### src/rtl/core/fdat_pkg.sv
`timescale 1ns / 1ps
// ----------------------------------------------------------------------------
// Feasible direction arc tracker package
// Shared constants, the CORDIC arctangent table, the queue item type and the
// front-end state type.
// ----------------------------------------------------------------------------
package fdat_pkg;

   // Angle accumulator fraction bits, coordinate bits and CORDIC iterations.
   localparam int ANGLE_BITS    = 16;
   localparam int COORD_BITS    = 16;
   localparam int CORDIC_STAGES = 16;

   // The vector is scaled so that no micro-rotation ever drops a bit.
   localparam int FRAC_BITS = 59 - COORD_BITS;
   // Difference (COORD_BITS + 1), CORDIC gain (2 bits) and fraction bits.
   localparam int CORDIC_W  = COORD_BITS + 3 + FRAC_BITS;
   localparam int STAGE_W   = $clog2(CORDIC_STAGES);

   // Angles at the block boundary: 65536 per full turn.
   localparam logic [15:0] QUARTER_TURN = 16'h4000;
   localparam logic [16:0] HALF_TURN    = 17'h08000;

   // atan(2^-i) in units of 2^-32 turn.
   localparam logic [31:0] ATAN_TURN32 [32] = '{
      32'd536870912, 32'd316933405, 32'd167458907, 32'd85004756,
      32'd42667331,  32'd21354465,  32'd10679838,  32'd5340245,
      32'd2670163,   32'd1335086,   32'd667544,    32'd333772,
      32'd166886,    32'd83443,     32'd41721,     32'd20860,
      32'd10430,     32'd5215,      32'd2607,      32'd1303,
      32'd651,       32'd325,       32'd162,       32'd81,
      32'd40,        32'd20,        32'd10,        32'd5,
      32'd2,         32'd1,         32'd0,         32'd0
   };

   // Per-iteration angle step, truncated to the accumulator width.
   function automatic logic [ANGLE_BITS-1:0] atan_step(input logic [4:0] idx);
      logic [31:0] full;
      full = ATAN_TURN32[idx] >> (32 - ANGLE_BITS);
      return full[ANGLE_BITS-1:0];
   endfunction

   // Truncate or zero-extend an accumulator angle to 16 bits.
   function automatic logic [15:0] angle_to_16(input logic [ANGLE_BITS-1:0] z);
      logic [31:0] wide;
      wide = 32'(z) << (32 - ANGLE_BITS);
      return wide[31:16];
   endfunction

   // One classified segment handed from the front end to the arc unit.
   typedef struct packed {
      logic        restart;
      logic [15:0] angle;
   } fdat_item_type;

   typedef enum logic [1:0] {
      FS_IDLE,
      FS_ROTATE,
      FS_PUSH
   } front_state_type;

endpackage

### src/rtl/core/fdat_req_if.sv
`timescale 1ns / 1ps
// ----------------------------------------------------------------------------
// Segment request channel
// Valid/ready channel that carries one segment and its restart flag.
// ----------------------------------------------------------------------------
interface fdat_req_if;
   logic        valid;
   logic        ready;
   logic        restart;
   logic [15:0] start_x;
   logic [15:0] start_y;
   logic [15:0] end_x;
   logic [15:0] end_y;

   modport source (output valid, restart, start_x, start_y, end_x, end_y,
                   input ready);
   modport sink   (input valid, restart, start_x, start_y, end_x, end_y,
                   output ready);
endinterface

### src/rtl/core/fdat_rsp_if.sv
`timescale 1ns / 1ps
// ----------------------------------------------------------------------------
// Arc response channel
// Valid/ready channel that carries the feasible arc after each segment.
// ----------------------------------------------------------------------------
interface fdat_rsp_if;
   logic        valid;
   logic        ready;
   logic [15:0] arc_from;
   logic [15:0] arc_to;
   logic        feasible;

   modport source (output valid, arc_from, arc_to, feasible, input ready);
   modport sink   (input valid, arc_from, arc_to, feasible, output ready);
endinterface

### src/rtl/core/fdat_front.sv
`timescale 1ns / 1ps
// ----------------------------------------------------------------------------
// Direction front end
// Accepts a segment, forms its difference vector and finds its direction
// angle with an iterative vectoring CORDIC, one micro-rotation per cycle.
// ----------------------------------------------------------------------------
module fdat_front (
   input  logic                   clock,
   input  logic                   reset,
   fdat_req_if.sink               req_bus,
   output logic                   push_valid,
   input  logic                   push_ready,
   output fdat_pkg::fdat_item_type push_item
);
   import fdat_pkg::*;

   front_state_type              state_ff, state_in;
   logic [STAGE_W-1:0]           stage_ff, stage_in;
   logic signed [CORDIC_W-1:0]   x_ff, x_in;
   logic signed [CORDIC_W-1:0]   y_ff, y_in;
   logic [ANGLE_BITS-1:0]        z_ff, z_in;
   logic                         restart_ff, restart_in;
   logic                         zero_ff, zero_in;

   logic signed [COORD_BITS:0]   dx;
   logic signed [COORD_BITS:0]   dy;
   logic signed [CORDIC_W-1:0]   x_load;
   logic signed [CORDIC_W-1:0]   y_load;
   logic signed [CORDIC_W-1:0]   x_shift;
   logic signed [CORDIC_W-1:0]   y_shift;
   logic [ANGLE_BITS-1:0]        step;

   // Difference vector, sign-extended and scaled into the CORDIC format.
   assign dx = $signed({req_bus.end_x[COORD_BITS-1], req_bus.end_x[COORD_BITS-1:0]})
             - $signed({req_bus.start_x[COORD_BITS-1], req_bus.start_x[COORD_BITS-1:0]});
   assign dy = $signed({req_bus.end_y[COORD_BITS-1], req_bus.end_y[COORD_BITS-1:0]})
             - $signed({req_bus.start_y[COORD_BITS-1], req_bus.start_y[COORD_BITS-1:0]});
   assign x_load = {{(CORDIC_W-COORD_BITS-1-FRAC_BITS){dx[COORD_BITS]}}, dx,
                    {FRAC_BITS{1'b0}}};
   assign y_load = {{(CORDIC_W-COORD_BITS-1-FRAC_BITS){dy[COORD_BITS]}}, dy,
                    {FRAC_BITS{1'b0}}};

   // Shared micro-rotation datapath.
   assign x_shift = x_ff >>> stage_ff;
   assign y_shift = y_ff >>> stage_ff;
   assign step    = atan_step(5'(stage_ff));

   assign push_item.restart = restart_ff;
   assign push_item.angle   = zero_ff ? 16'h0000 : angle_to_16(z_ff);

   always_ff @(posedge clock) begin
      if (reset) begin
         state_ff <= FS_IDLE;
      end else begin
         state_ff <= state_in;
      end
      stage_ff   <= stage_in;
      x_ff       <= x_in;
      y_ff       <= y_in;
      z_ff       <= z_in;
      restart_ff <= restart_in;
      zero_ff    <= zero_in;
   end

   // Sequencer: load, rotate CORDIC_STAGES times, then hand off to the queue.
   always_comb begin
      state_in      = state_ff;
      stage_in      = stage_ff;
      x_in          = x_ff;
      y_in          = y_ff;
      z_in          = z_ff;
      restart_in    = restart_ff;
      zero_in       = zero_ff;
      req_bus.ready = 1'b0;
      push_valid    = 1'b0;
      unique case (state_ff)
         FS_IDLE: begin
            req_bus.ready = 1'b1;
            if (req_bus.valid) begin
               restart_in = req_bus.restart;
               zero_in    = (dx == '0) && (dy == '0);
               stage_in   = '0;
               // A vector in the left half plane is first turned by a half turn.
               if (dx[COORD_BITS]) begin
                  x_in = -x_load;
                  y_in = -y_load;
                  z_in = {1'b1, {(ANGLE_BITS-1){1'b0}}};
               end else begin
                  x_in = x_load;
                  y_in = y_load;
                  z_in = '0;
               end
               state_in = FS_ROTATE;
            end
         end
         FS_ROTATE: begin
            if (!y_ff[CORDIC_W-1]) begin
               x_in = x_ff + y_shift;
               y_in = y_ff - x_shift;
               z_in = z_ff + step;
            end else begin
               x_in = x_ff - y_shift;
               y_in = y_ff + x_shift;
               z_in = z_ff - step;
            end
            stage_in = stage_ff + 1'b1;
            if (stage_ff == STAGE_W'(CORDIC_STAGES - 1)) begin
               state_in = FS_PUSH;
            end
         end
         FS_PUSH: begin
            push_valid = 1'b1;
            if (push_ready) begin
               state_in = FS_IDLE;
            end
         end
         default: begin
            state_in = FS_IDLE;
         end
      endcase
   end

endmodule

### src/rtl/core/fdat_queue.sv
`timescale 1ns / 1ps
// ----------------------------------------------------------------------------
// Direction queue
// Two-entry queue that decouples the CORDIC front end from the arc unit.
// ----------------------------------------------------------------------------
module fdat_queue (
   input  logic                    clock,
   input  logic                    reset,
   input  logic                    push_valid,
   output logic                    push_ready,
   input  fdat_pkg::fdat_item_type push_item,
   output logic                    pop_valid,
   input  logic                    pop_ready,
   output fdat_pkg::fdat_item_type pop_item
);
   import fdat_pkg::*;

   fdat_item_type slot_ff [2];
   logic          wr_ptr_ff, wr_ptr_in;
   logic          rd_ptr_ff, rd_ptr_in;
   logic [1:0]    count_ff, count_in;
   logic          push_fire;
   logic          pop_fire;

   assign push_ready = (count_ff != 2'd2);
   assign pop_valid  = (count_ff != 2'd0);
   assign pop_item   = slot_ff[rd_ptr_ff];
   assign push_fire  = push_valid && push_ready;
   assign pop_fire   = pop_valid && pop_ready;

   // Pointer and occupancy update.
   always_comb begin
      wr_ptr_in = wr_ptr_ff ^ push_fire;
      rd_ptr_in = rd_ptr_ff ^ pop_fire;
      count_in  = count_ff + {1'b0, push_fire} - {1'b0, pop_fire};
   end

   always_ff @(posedge clock) begin
      if (reset) begin
         wr_ptr_ff <= 1'b0;
         rd_ptr_ff <= 1'b0;
         count_ff  <= 2'd0;
      end else begin
         wr_ptr_ff <= wr_ptr_in;
         rd_ptr_ff <= rd_ptr_in;
         count_ff  <= count_in;
      end
      if (push_fire) begin
         slot_ff[wr_ptr_ff] <= push_item;
      end
   end

endmodule

### src/rtl/core/fdat_arc.sv
`timescale 1ns / 1ps
// ----------------------------------------------------------------------------
// Arc intersection unit
// Intersects each segment's half-turn arc with the stored feasible arc and
// holds the result in an output register.
// ----------------------------------------------------------------------------
module fdat_arc (
   input  logic                    clock,
   input  logic                    reset,
   input  logic                    pop_valid,
   output logic                    pop_ready,
   input  fdat_pkg::fdat_item_type pop_item,
   fdat_rsp_if.source              rsp_bus
);
   import fdat_pkg::*;

   logic        have_arc_ff, have_arc_in;
   logic        arc_empty_ff, arc_empty_in;
   logic [15:0] arc_start_ff, arc_start_in;
   logic [16:0] arc_len_ff, arc_len_in;
   logic        rsp_valid_ff, rsp_valid_in;
   logic [15:0] begin_ff, begin_in;
   logic [15:0] end_ff, end_in;
   logic        feasible_ff, feasible_in;

   logic        pop_fire;
   logic [15:0] cand_start;
   logic [15:0] offset;
   logic [15:0] back_off;
   logic [16:0] rest_stored;
   logic [16:0] rest_new;
   logic [15:0] sum_end;

   // The output register may be refilled in the cycle its result is taken.
   assign pop_ready = !rsp_valid_ff || rsp_bus.ready;
   assign pop_fire  = pop_valid && pop_ready;

   assign cand_start  = pop_item.angle - QUARTER_TURN;
   assign offset      = cand_start - arc_start_ff;
   assign back_off    = arc_start_ff - cand_start;
   assign rest_stored = arc_len_ff - {1'b0, offset};
   assign rest_new    = HALF_TURN - {1'b0, back_off};

   // Arc update and result formation.
   always_comb begin
      have_arc_in  = have_arc_ff;
      arc_empty_in = arc_empty_ff;
      arc_start_in = arc_start_ff;
      arc_len_in   = arc_len_ff;
      rsp_valid_in = rsp_valid_ff && !rsp_bus.ready;
      if (pop_fire) begin
         priority if (pop_item.restart || !have_arc_ff) begin
            arc_start_in = cand_start;
            arc_len_in   = HALF_TURN;
            have_arc_in  = 1'b1;
            arc_empty_in = 1'b0;
         end else if (arc_empty_ff) begin
            // Infeasibility sticks until the next restart.
            arc_empty_in = 1'b1;
         end else if ({1'b0, offset} <= arc_len_ff) begin
            // The new arc begins inside the stored one.
            arc_start_in = cand_start;
            arc_len_in   = (HALF_TURN < rest_stored) ? HALF_TURN : rest_stored;
         end else if ({1'b0, back_off} <= HALF_TURN) begin
            // The stored arc begins inside the new one.
            arc_len_in   = (arc_len_ff < rest_new) ? arc_len_ff : rest_new;
         end else begin
            arc_empty_in = 1'b1;
         end
         rsp_valid_in = 1'b1;
      end
      sum_end = arc_start_in + arc_len_in[15:0];
      if (arc_empty_in) begin
         begin_in    = 16'h0000;
         end_in      = 16'h0000;
         feasible_in = 1'b0;
      end else begin
         begin_in    = arc_start_in;
         end_in      = sum_end;
         feasible_in = 1'b1;
      end
   end

   always_ff @(posedge clock) begin
      if (reset) begin
         have_arc_ff  <= 1'b0;
         arc_empty_ff <= 1'b0;
         arc_start_ff <= 16'h0000;
         arc_len_ff   <= 17'h00000;
         rsp_valid_ff <= 1'b0;
      end else begin
         have_arc_ff  <= have_arc_in;
         arc_empty_ff <= arc_empty_in;
         arc_start_ff <= arc_start_in;
         arc_len_ff   <= arc_len_in;
         rsp_valid_ff <= rsp_valid_in;
      end
      if (pop_fire) begin
         begin_ff    <= begin_in;
         end_ff      <= end_in;
         feasible_ff <= feasible_in;
      end
   end

   assign rsp_bus.valid    = rsp_valid_ff;
   assign rsp_bus.arc_from = begin_ff;
   assign rsp_bus.arc_to   = end_ff;
   assign rsp_bus.feasible = feasible_ff;

endmodule

### src/rtl/core/feasible_direction_arc_tracker.sv
`timescale 1ns / 1ps
// ----------------------------------------------------------------------------
// Feasible direction arc tracker
// Finds each segment's direction and keeps the arc of directions that have a
// positive component along every segment since the last restart.
// ----------------------------------------------------------------------------
// In the front end each segment is accepted and its vector loaded, then put
// through CORDIC_STAGES (16) micro-rotations in a single shared
// shift-and-add stage, and its angle is handed to a two-entry queue, a step that
// waits while the queue is full. The front end accepts the next segment in the
// cycle after that hand-off, so it works on one segment at a time. The arc unit
// registers the result for each queued angle, and a result can wait in the
// output register while the front end already works on later segments.
// Angles are 65536 per turn; an empty intersection reports zeros with
// feasible low until a segment with restart set arrives.
module feasible_direction_arc_tracker (
   input  logic      clock,
   input  logic      reset,
   fdat_req_if.sink  req_bus,
   fdat_rsp_if.source rsp_bus
);
   import fdat_pkg::*;

   logic          push_valid;
   logic          push_ready;
   fdat_item_type push_item;
   logic          pop_valid;
   logic          pop_ready;
   fdat_item_type pop_item;

   // CORDIC front end.
   fdat_front u_front (
      .clock      (clock),
      .reset      (reset),
      .req_bus    (req_bus),
      .push_valid (push_valid),
      .push_ready (push_ready),
      .push_item  (push_item)
   );

   // Decoupling queue.
   fdat_queue u_queue (
      .clock      (clock),
      .reset      (reset),
      .push_valid (push_valid),
      .push_ready (push_ready),
      .push_item  (push_item),
      .pop_valid  (pop_valid),
      .pop_ready  (pop_ready),
      .pop_item   (pop_item)
   );

   // Arc intersection back end.
   fdat_arc u_arc (
      .clock     (clock),
      .reset     (reset),
      .pop_valid (pop_valid),
      .pop_ready (pop_ready),
      .pop_item  (pop_item),
      .rsp_bus   (rsp_bus)
   );

`ifndef ASSERT_OFF
   // The front end works on one segment at a time.
   a_front_busy: assert property (@(posedge clock) disable iff (reset)
      (req_bus.valid && req_bus.ready) |=> !req_bus.ready)
      else $error("front end accepted a segment while busy");

   // An angle pushed into an empty queue is visible to the arc unit next cycle.
   a_queue_flow: assert property (@(posedge clock) disable iff (reset)
      (push_valid && push_ready && !pop_valid) |=> pop_valid)
      else $error("queued angle lost");

   // An infeasible result carries an all-zero arc.
   a_empty_zero: assert property (@(posedge clock) disable iff (reset)
      (rsp_bus.valid && !rsp_bus.feasible) |->
      (rsp_bus.arc_from == 16'h0000 && rsp_bus.arc_to == 16'h0000))
      else $error("infeasible result with nonzero arc");
`endif

endmodule

### src/flat_wrapper.sv
// flat-port wrapper written by rule: the top's interface ports become plain ports
module feasible_direction_arc_tracker_flat import fdat_pkg::*;
  (clock, reset, req_bus_valid, req_bus_restart, req_bus_start_x, req_bus_start_y, req_bus_end_x, req_bus_end_y, req_bus_ready, rsp_bus_valid, rsp_bus_arc_from, rsp_bus_arc_to, rsp_bus_feasible, rsp_bus_ready);
  fdat_req_if req_bus_i ();
  fdat_rsp_if rsp_bus_i ();
  input  logic clock;
  input  logic reset;
  input wire logic [$bits(req_bus_i.valid)-1:0] req_bus_valid;
  input wire logic [$bits(req_bus_i.restart)-1:0] req_bus_restart;
  input wire logic [$bits(req_bus_i.start_x)-1:0] req_bus_start_x;
  input wire logic [$bits(req_bus_i.start_y)-1:0] req_bus_start_y;
  input wire logic [$bits(req_bus_i.end_x)-1:0] req_bus_end_x;
  input wire logic [$bits(req_bus_i.end_y)-1:0] req_bus_end_y;
  output wire logic [$bits(req_bus_i.ready)-1:0] req_bus_ready;
  output wire logic [$bits(rsp_bus_i.valid)-1:0] rsp_bus_valid;
  output wire logic [$bits(rsp_bus_i.arc_from)-1:0] rsp_bus_arc_from;
  output wire logic [$bits(rsp_bus_i.arc_to)-1:0] rsp_bus_arc_to;
  output wire logic [$bits(rsp_bus_i.feasible)-1:0] rsp_bus_feasible;
  input wire logic [$bits(rsp_bus_i.ready)-1:0] rsp_bus_ready;
  assign req_bus_i.valid = req_bus_valid;
  assign req_bus_i.restart = req_bus_restart;
  assign req_bus_i.start_x = req_bus_start_x;
  assign req_bus_i.start_y = req_bus_start_y;
  assign req_bus_i.end_x = req_bus_end_x;
  assign req_bus_i.end_y = req_bus_end_y;
  assign req_bus_ready = req_bus_i.ready;
  assign rsp_bus_valid = rsp_bus_i.valid;
  assign rsp_bus_arc_from = rsp_bus_i.arc_from;
  assign rsp_bus_arc_to = rsp_bus_i.arc_to;
  assign rsp_bus_feasible = rsp_bus_i.feasible;
  assign rsp_bus_i.ready = rsp_bus_ready;
  feasible_direction_arc_tracker u_core (.clock(clock), .reset(reset), .req_bus(req_bus_i), .rsp_bus(rsp_bus_i));
endmodule
### config.mk
export PLATFORM = sky130hd
export DESIGN_NAME = feasible_direction_arc_tracker_flat
export DESIGN_NICKNAME = d
export VERILOG_FILES = /design/src/rtl/core/fdat_pkg.sv /design/src/rtl/core/fdat_req_if.sv /design/src/rtl/core/fdat_rsp_if.sv /design/src/rtl/core/fdat_front.sv /design/src/rtl/core/fdat_queue.sv /design/src/rtl/core/fdat_arc.sv /design/src/rtl/core/feasible_direction_arc_tracker.sv /design/src/flat_wrapper.sv
export SDC_FILE = /design/constraint.sdc
export NUM_CORES = 1
export LEC_CHECK = 0
export BUFFER_PORTS_ARGS = -buffer_cell sky130_fd_sc_hd__buf_2
export CORE_ASPECT_RATIO = 1.5
export CORE_MARGIN = 4
export CORE_UTILIZATION = 65
export CTS_BUF_LIST = sky130_fd_sc_hd__clkbuf_8 sky130_fd_sc_hd__clkbuf_16
export DETAILED_ROUTE_END_ITERATION = 7
export PLACE_DENSITY = 0.8
export SLEW_MARGIN = 20
export SYNTH_ARGS = -nofsm -noshare
export SYNTH_HDL_FRONTEND = slang
export SYNTH_SLANG_ARGS = --single-unit
### constraint.sdc
create_clock -name clock -period 9.55 [get_ports clock]
set_input_delay 1.91 -clock clock [delete_from_list [all_inputs] [get_ports clock]]
set_output_delay 1.91 -clock clock [all_outputs]
set_load 0.05 [all_outputs]
# Word-level counts from Yosys, hierarchy flattened
# Memory sizes are Yosys's and may differ from the RTL's. A register that Yosys moved wholly into a read port is not among the register bits.
# Cells that the tools add are included.
dict set report word_totals {
  out_inout_bits 35
  elab_cells 123
  romBits 1024
  regBits 221
  memories 2
  ramBits 34
}
dict set report op_classes {
  eq_ne 9
  shifts 2
  magnitude_cmp 5
  n_bitwise 3
  add_sub_neg 19
  n_mux 44
  reduce_logical 20
}
# memory depth width read_ports rd_ports_with_merged_regs wr line
set memory_table {}
lappend memory_table {{(no name shown)} 32 32 1 0 0 fdat_pkg.sv:39} ;# full = ATAN_TURN32[idx] >> (32 - ANGLE_BITS);
lappend memory_table {u_core.u_queue.slot_ff 2 17 1 1 1 fdat_queue.sv:18} ;# fdat_item_type slot_ff [2];
# operator n
set ops {}
lappend ops {{62-bit 2-to-1 mux} 6}
lappend ops {{62-bit one-hot mux with 2 select lines} 2}
lappend ops {{16-bit 2-to-1 mux} 9}
lappend ops {{62-bit adder} 2}
lappend ops {{60-bit negation with 62-bit output} 2}
lappend ops {{62-bit by 4-bit >>> shifter with 62-bit output} 2}
lappend ops {{62-bit subtractor} 2}
lappend ops {{17-bit 2-to-1 mux} 6}
lappend ops {{32-bit 2-to-1 mux} 2}
lappend ops {{16-bit subtractor} 3}
lappend ops {{17-bit logical NOT} 2}
lappend ops {{16-bit by 16-bit subtractor with 17-bit output} 2}
lappend ops {{16-bit adder} 2}
lappend ops {{16-bit one-hot mux with 2 select lines} 1}
lappend ops {{16-bit by 17-bit less-or-equal comparator with 1-bit output} 1}
lappend ops {{16-bit by 17-bit less-than comparator with 1-bit output, first input constant} 1}
lappend ops {{17-bit less-than comparator} 1}
lappend ops {{16-bit by 16-bit subtractor with 17-bit output, first input constant} 1}
lappend ops {{17-bit by 16-bit subtractor with 17-bit output} 1}
lappend ops {{16-bit less-or-equal comparator, second input constant} 1}
lappend ops {{16-bit by 15-bit subtractor with 16-bit output, second input constant} 1}
lappend ops {{1-bit 2-to-1 mux} 12}
lappend ops {{2-bit != test, second input constant} 4}
lappend ops {{4-bit one-hot mux with 2 select lines} 1}
lappend ops {{23 further kinds} 35}

# Depth between registers and ports, before layout
dict set report logic_depth {
  depth_word 11
  depth_mapped 43
  ltp_nobuf 40
}

# Hierarchy
# A second synthesis with hierarchy kept.
dict set report hier_totals {
  hier_cells 4282
  hier_area_um2 35062.4
}
# mod cells_each seq_area_each_um2 instances area_each_um2
set modules_own_cells {}
lappend modules_own_cells {fdat_front 3272 4424.2 1 26376.5}
lappend modules_own_cells {fdat_arc 930 1711.6 1 7226.9}
lappend modules_own_cells {fdat_queue 80 1101.1 1 1458.9}

# Worst setup path before layout
# No wires, ideal clock.
dict set report synth_timing {
  path_type {flip-flop to flip-flop}
  startpoint {register u_core.u_queue.rd_ptr_ff (netlist name)}
  endpoint {register u_core.u_arc.end_ff[14] (netlist: u_core.u_arc.rsp_bus.arc_to[14]) (data pin)}
  path_slack_ns 1.448
  required_time_ns 9.289
  t_arrival_ns 7.841
  stages_incl_launch_ff 38
  path_cell_list {dfxtp_1 -> clkbuf_1 -> buf_1 -> mux2i_1 -> inv_1 -> ha_1 -> and2_1 -> a221o_1 -> a21o_1 -> a21o_1 -> a21o_1 -> a21oi_1 -> xor2_1 -> ha_1 -> a21o_1 -> a21oi_1 -> nor2_1 -> a211o_1 -> [... 2 more ...] -> nand3_1 -> a41oi_1 -> clkbuf_1 -> o22ai_1 -> nand2_1 -> o21ai_0 -> ha_1 -> fa_1 -> a21o_1 -> a21oi_1 -> o21bai_1 -> a21oi_1 -> o21bai_1 -> a21oi_1 -> o211ai_1 -> and3_1 -> o21a_1 -> o311a_1}
}
# element line
set synth_lines {}
lappend synth_lines {{end signal, assigned} fdat_arc.sv:100} ;# end_ff <= end_in;
lappend synth_lines {{end, declared} fdat_arc.sv:23} ;# logic [15:0] end_ff, end_in;

==> reports/results.txt <==
Critical Path Start Type -> flop
cell with the most instances after synthesis -> sky130_fd_sc_hd__nor2_1
endpoints failing hold -> 0
portion of the post-synthesis area used by sequential elements -> 22.2%
effective utilization at floorplan -> 65.7%
ys async rst share -> 0%
share of layout cells above drive strength 1 -> 11.3%
path type of the worst min-delay path -> reg -> reg
count of warnings emitted by yosys -> 0
top-area cell type share of the netlist area -> 19.6%
gp weighted congestion -> 1.03
fraction of synthesized cell area in xor and xnor cells -> 9.76%
data required time of the critical path -> 9890 ps
status -> finished, final reports clean
CTS Root Cell -> sky130_fd_sc_hd__clkbuf_16
Max stage delay cell, worst path -> sky130_fd_sc_hd__o21ai_0
cell count after synthesis -> 3851
post-synthesis mux area share -> 13.5%
largest family of logic cells by synthesized area -> compound AO/OA/AOI/OAI gates
synthesized cell area -> 0.0326 mm2
area of the multi-input gates -> 0.0239 mm2
max-slew violations -> 0
post-synthesis simple-gate area fraction -> 18.1%
number of nets in the final layout -> 4185
Fmax achieved -> 114 MHz
maximum number of pins on one net before global-route repair -> 98
number of global-route vias before repair -> 29252
number of cells traversed by the worst hold path -> 2
Tcrit/Tclk final -> 91.5%
number of hold buffers added after cts -> 0
Worst R2R Setup Slack -> 810 ps
synthesized flop and latch total -> 255
Crit path depth -> 36
library cell with the largest summed area after synthesis -> sky130_fd_sc_hd__edfxtp_1
count of fill cells added during filler insertion -> 4138
I/O pins -> 104
dominant delay contributor by cell family on the critical path -> compound AO/OA/AOI/OAI gates
Max H-tree Level -> 1
aggregate negative setup slack -> 0 ps
post-route ant nets -> 0
Reg-to-Reg End -> u_core.u_arc.rsp_bus.arc_to[15]$_SDFFCE_PP0P_
worst-path maximum fanout -> 29
count of buffers from port buffering -> 103
number of antenna violations at the first check in global routing -> 4
total via count after detailed routing -> 30391
DRC Markers -> 0
CTS sink count -> 255
most instantiated flip-flop cell in the synthesis netlist -> sky130_fd_sc_hd__edfxtp_1
arithmetic-cell share of the synthesized area counting full adders, half adders and majority gates -> 10.7%
kind of end point of the critical path -> flop
final critical-path required period -> 8740 ps
headroom to the max-slew limit -> 30.1%
Clock Tree Buf Depth -> 3
source-to-sink clock delay at the later pin of the worst-skew pair -> 600 ps
first-pass iteration count of the detailed router -> 6
class of the most critical setup path -> reg -> reg
unrepaired setup endpoints after global routing -> no
start point of the critical path -> u_core.u_queue.rd_ptr_ff$_SDFF_PP0_
starting DRC count in detailed routing -> 2566
TritonCTS clock tree -> done
distinct cell type count of the synthesized netlist -> 115
Post-CTS Repair Setup Buffers -> 0
die height -> 282 um
final global-route overflow total -> 0
final routed wire length divided by cell count -> 22.1 um
post-cts resize count -> 0
synthesized-area fraction occupied by ao, oa, aoi and oai cells -> 20.9%
hold_ws -> 458 ps
die area -> 0.0539 mm2
horizontal die dimension -> 191 um
data arrival time of the critical path -> 9070 ps
register area -> 0.00724 mm2
final design instance area without fill -> 0.0345 mm2
Net Count, Synth -> 4193
floorplan row count -> 100
top cells by count, synth -> sky130_fd_sc_hd__nor2_1, sky130_fd_sc_hd__nand2_1, sky130_fd_sc_hd__a21oi_1
total core area -> 0.0497 mm2
clock slew at reported path FFs -> 70 ps
wire length reported by the detailed router -> 100000 um
Synth area leaders -> sky130_fd_sc_hd__edfxtp_1, sky130_fd_sc_hd__ha_1, sky130_fd_sc_hd__mux4_2
synthesis-to-layout area growth -> 5.58%
worst r2r src -> u_core.u_queue.rd_ptr_ff$_SDFF_PP0_
Worst-Margin Slew -> 1050 ps
number of max-cap violations -> 0
buffers plus inverters on the worst setup path -> 4
total half-perimeter wirelength after legalization and detailed placement -> 77500 um
Tot GR Track Use -> 36.0%
number of buffers created by CTS -> 29
Worst Setup EP -> u_core.u_arc.rsp_bus.arc_to[15]$_SDFFCE_PP0P_
EDFF count, synth -> 213
Worst path most repeated cell -> sky130_fd_sc_hd__a21oi_1
first-pass GRT wire length -> 155000 um
depth of the most critical reg-to-reg path -> 36
placed cell areas -> 0.0335 mm2
final setup vio count -> 0
largest stage delay on the critical path -> 460 ps
vias per std cell -> 6.71
mean area per synthesized cell -> 8.48 um2
Fin Clk Skew -> 18.8 ps
## cells by family after synthesis
logic type / after synthesis
AND/OR/NAND/NOR: 1248
XOR/XNOR: 362
multiplexers: 280
buffers and inverters: 366
adder cells (fa/ha/maj): 273
AO/OA/AOI/OAI: 1067
flip-flops: 255
## stage by stage
stage                     worst slack [ps]  std cells  util [%]
after detailed placement               943       4475      67.5
final                                  811       4530      69.4
after global placement                1030       4475      67.5
after CTS                              896       4529      69.4
after floorplan                       1450       3851         -
after global routing                   160       4529      69.4
## how the worst min path moves through the flow
stage                                              endpoint  slack, ps                             startpoint
floorplan           u_core.u_queue.slot_ff[0][16]$_DFFE_PP_        420    u_core.u_front.restart_ff$_DFFE_PP_
global placement      u_core.u_arc.have_arc_ff$_SDFFE_PP0P_        450  u_core.u_arc.have_arc_ff$_SDFFE_PP0P_
detailed placement    u_core.u_arc.have_arc_ff$_SDFFE_PP0P_        450  u_core.u_arc.have_arc_ff$_SDFFE_PP0P_
CTS                   u_core.u_arc.have_arc_ff$_SDFFE_PP0P_        460  u_core.u_arc.have_arc_ff$_SDFFE_PP0P_
global route        u_core.u_queue.slot_ff[1][16]$_DFFE_PP_        490    u_core.u_front.restart_ff$_DFFE_PP_
finish                u_core.u_arc.have_arc_ff$_SDFFE_PP0P_        460  u_core.u_arc.have_arc_ff$_SDFFE_PP0P_
## worst min-delay path, stage by stage, from the launching register on
cell and delay, ps:
sky130_fd_sc_hd__dfxtp_1 310, sky130_fd_sc_hd__inv_1 50, sky130_fd_sc_hd__a21oi_1 50
## area by class of cell
class | instances | share of cell area (%)
antenna | 1 | 0.00726
clock buffer | 29 | 2.11
inverter | 173 | 1.89
multi-input combinational | 3230 | 69.2
sequential | 255 | 21.0
timing repair buffer | 154 | 2.72
clock inverter | 25 | 0.639
tap | 663 | 2.41
## flip-flops by register name, indices dropped and copies added (netlist names), 2 cells and up
signal / cells
u_core.u_front.state_ff: 2
u_core.u_arc.rsp_bus.arc_from: 16
u_core.u_front.x_ff: 62
u_core.u_queue.slot_ff: 34
u_core.u_front.y_ff: 62
u_core.u_front.stage_ff: 4
u_core.u_queue.count_ff: 2
u_core.u_front.z_ff: 16
u_core.u_arc.rsp_bus.arc_to: 16
u_core.u_arc.arc_len_ff: 17
u_core.u_arc.arc_start_ff: 16
## layout by cell type (no fill, tap or decap), types with 110 or more instances in the layout
cell type | Yosys | routed
sky130_fd_sc_hd__a21oi_1 | 331 | 329
sky130_fd_sc_hd__mux4_2 | 119 | 119
sky130_fd_sc_hd__mux2i_1 | 110 | 110
sky130_fd_sc_hd__ha_1 | 264 | 264
sky130_fd_sc_hd__xnor2_1 | 212 | 212
sky130_fd_sc_hd__xor2_1 | 149 | 149
sky130_fd_sc_hd__nor2_1 | 387 | 386
sky130_fd_sc_hd__nand2_1 | 383 | 382
sky130_fd_sc_hd__inv_1 | 170 | 173
sky130_fd_sc_hd__a21o_1 | 131 | 131
sky130_fd_sc_hd__edfxtp_1 | 213 | 213
sky130_fd_sc_hd__o21ai_0 | 206 | 206
## per-layer routing
layer  up-vias  share of wire [%]  routed length, um  GRT usage, %
met4         4                 11              10800          31.7
li1      14161                  -                  -             -
met3       577                6.2               6250          5.73
met5         -              0.027                 27             0
met1     14242                 33              33000          35.9
met2      1407                 50              50100          64.5
Power is left out: the tool's default activity adds up to more than one toggle a clock period on the data nets, which glitch-free logic cannot reach.
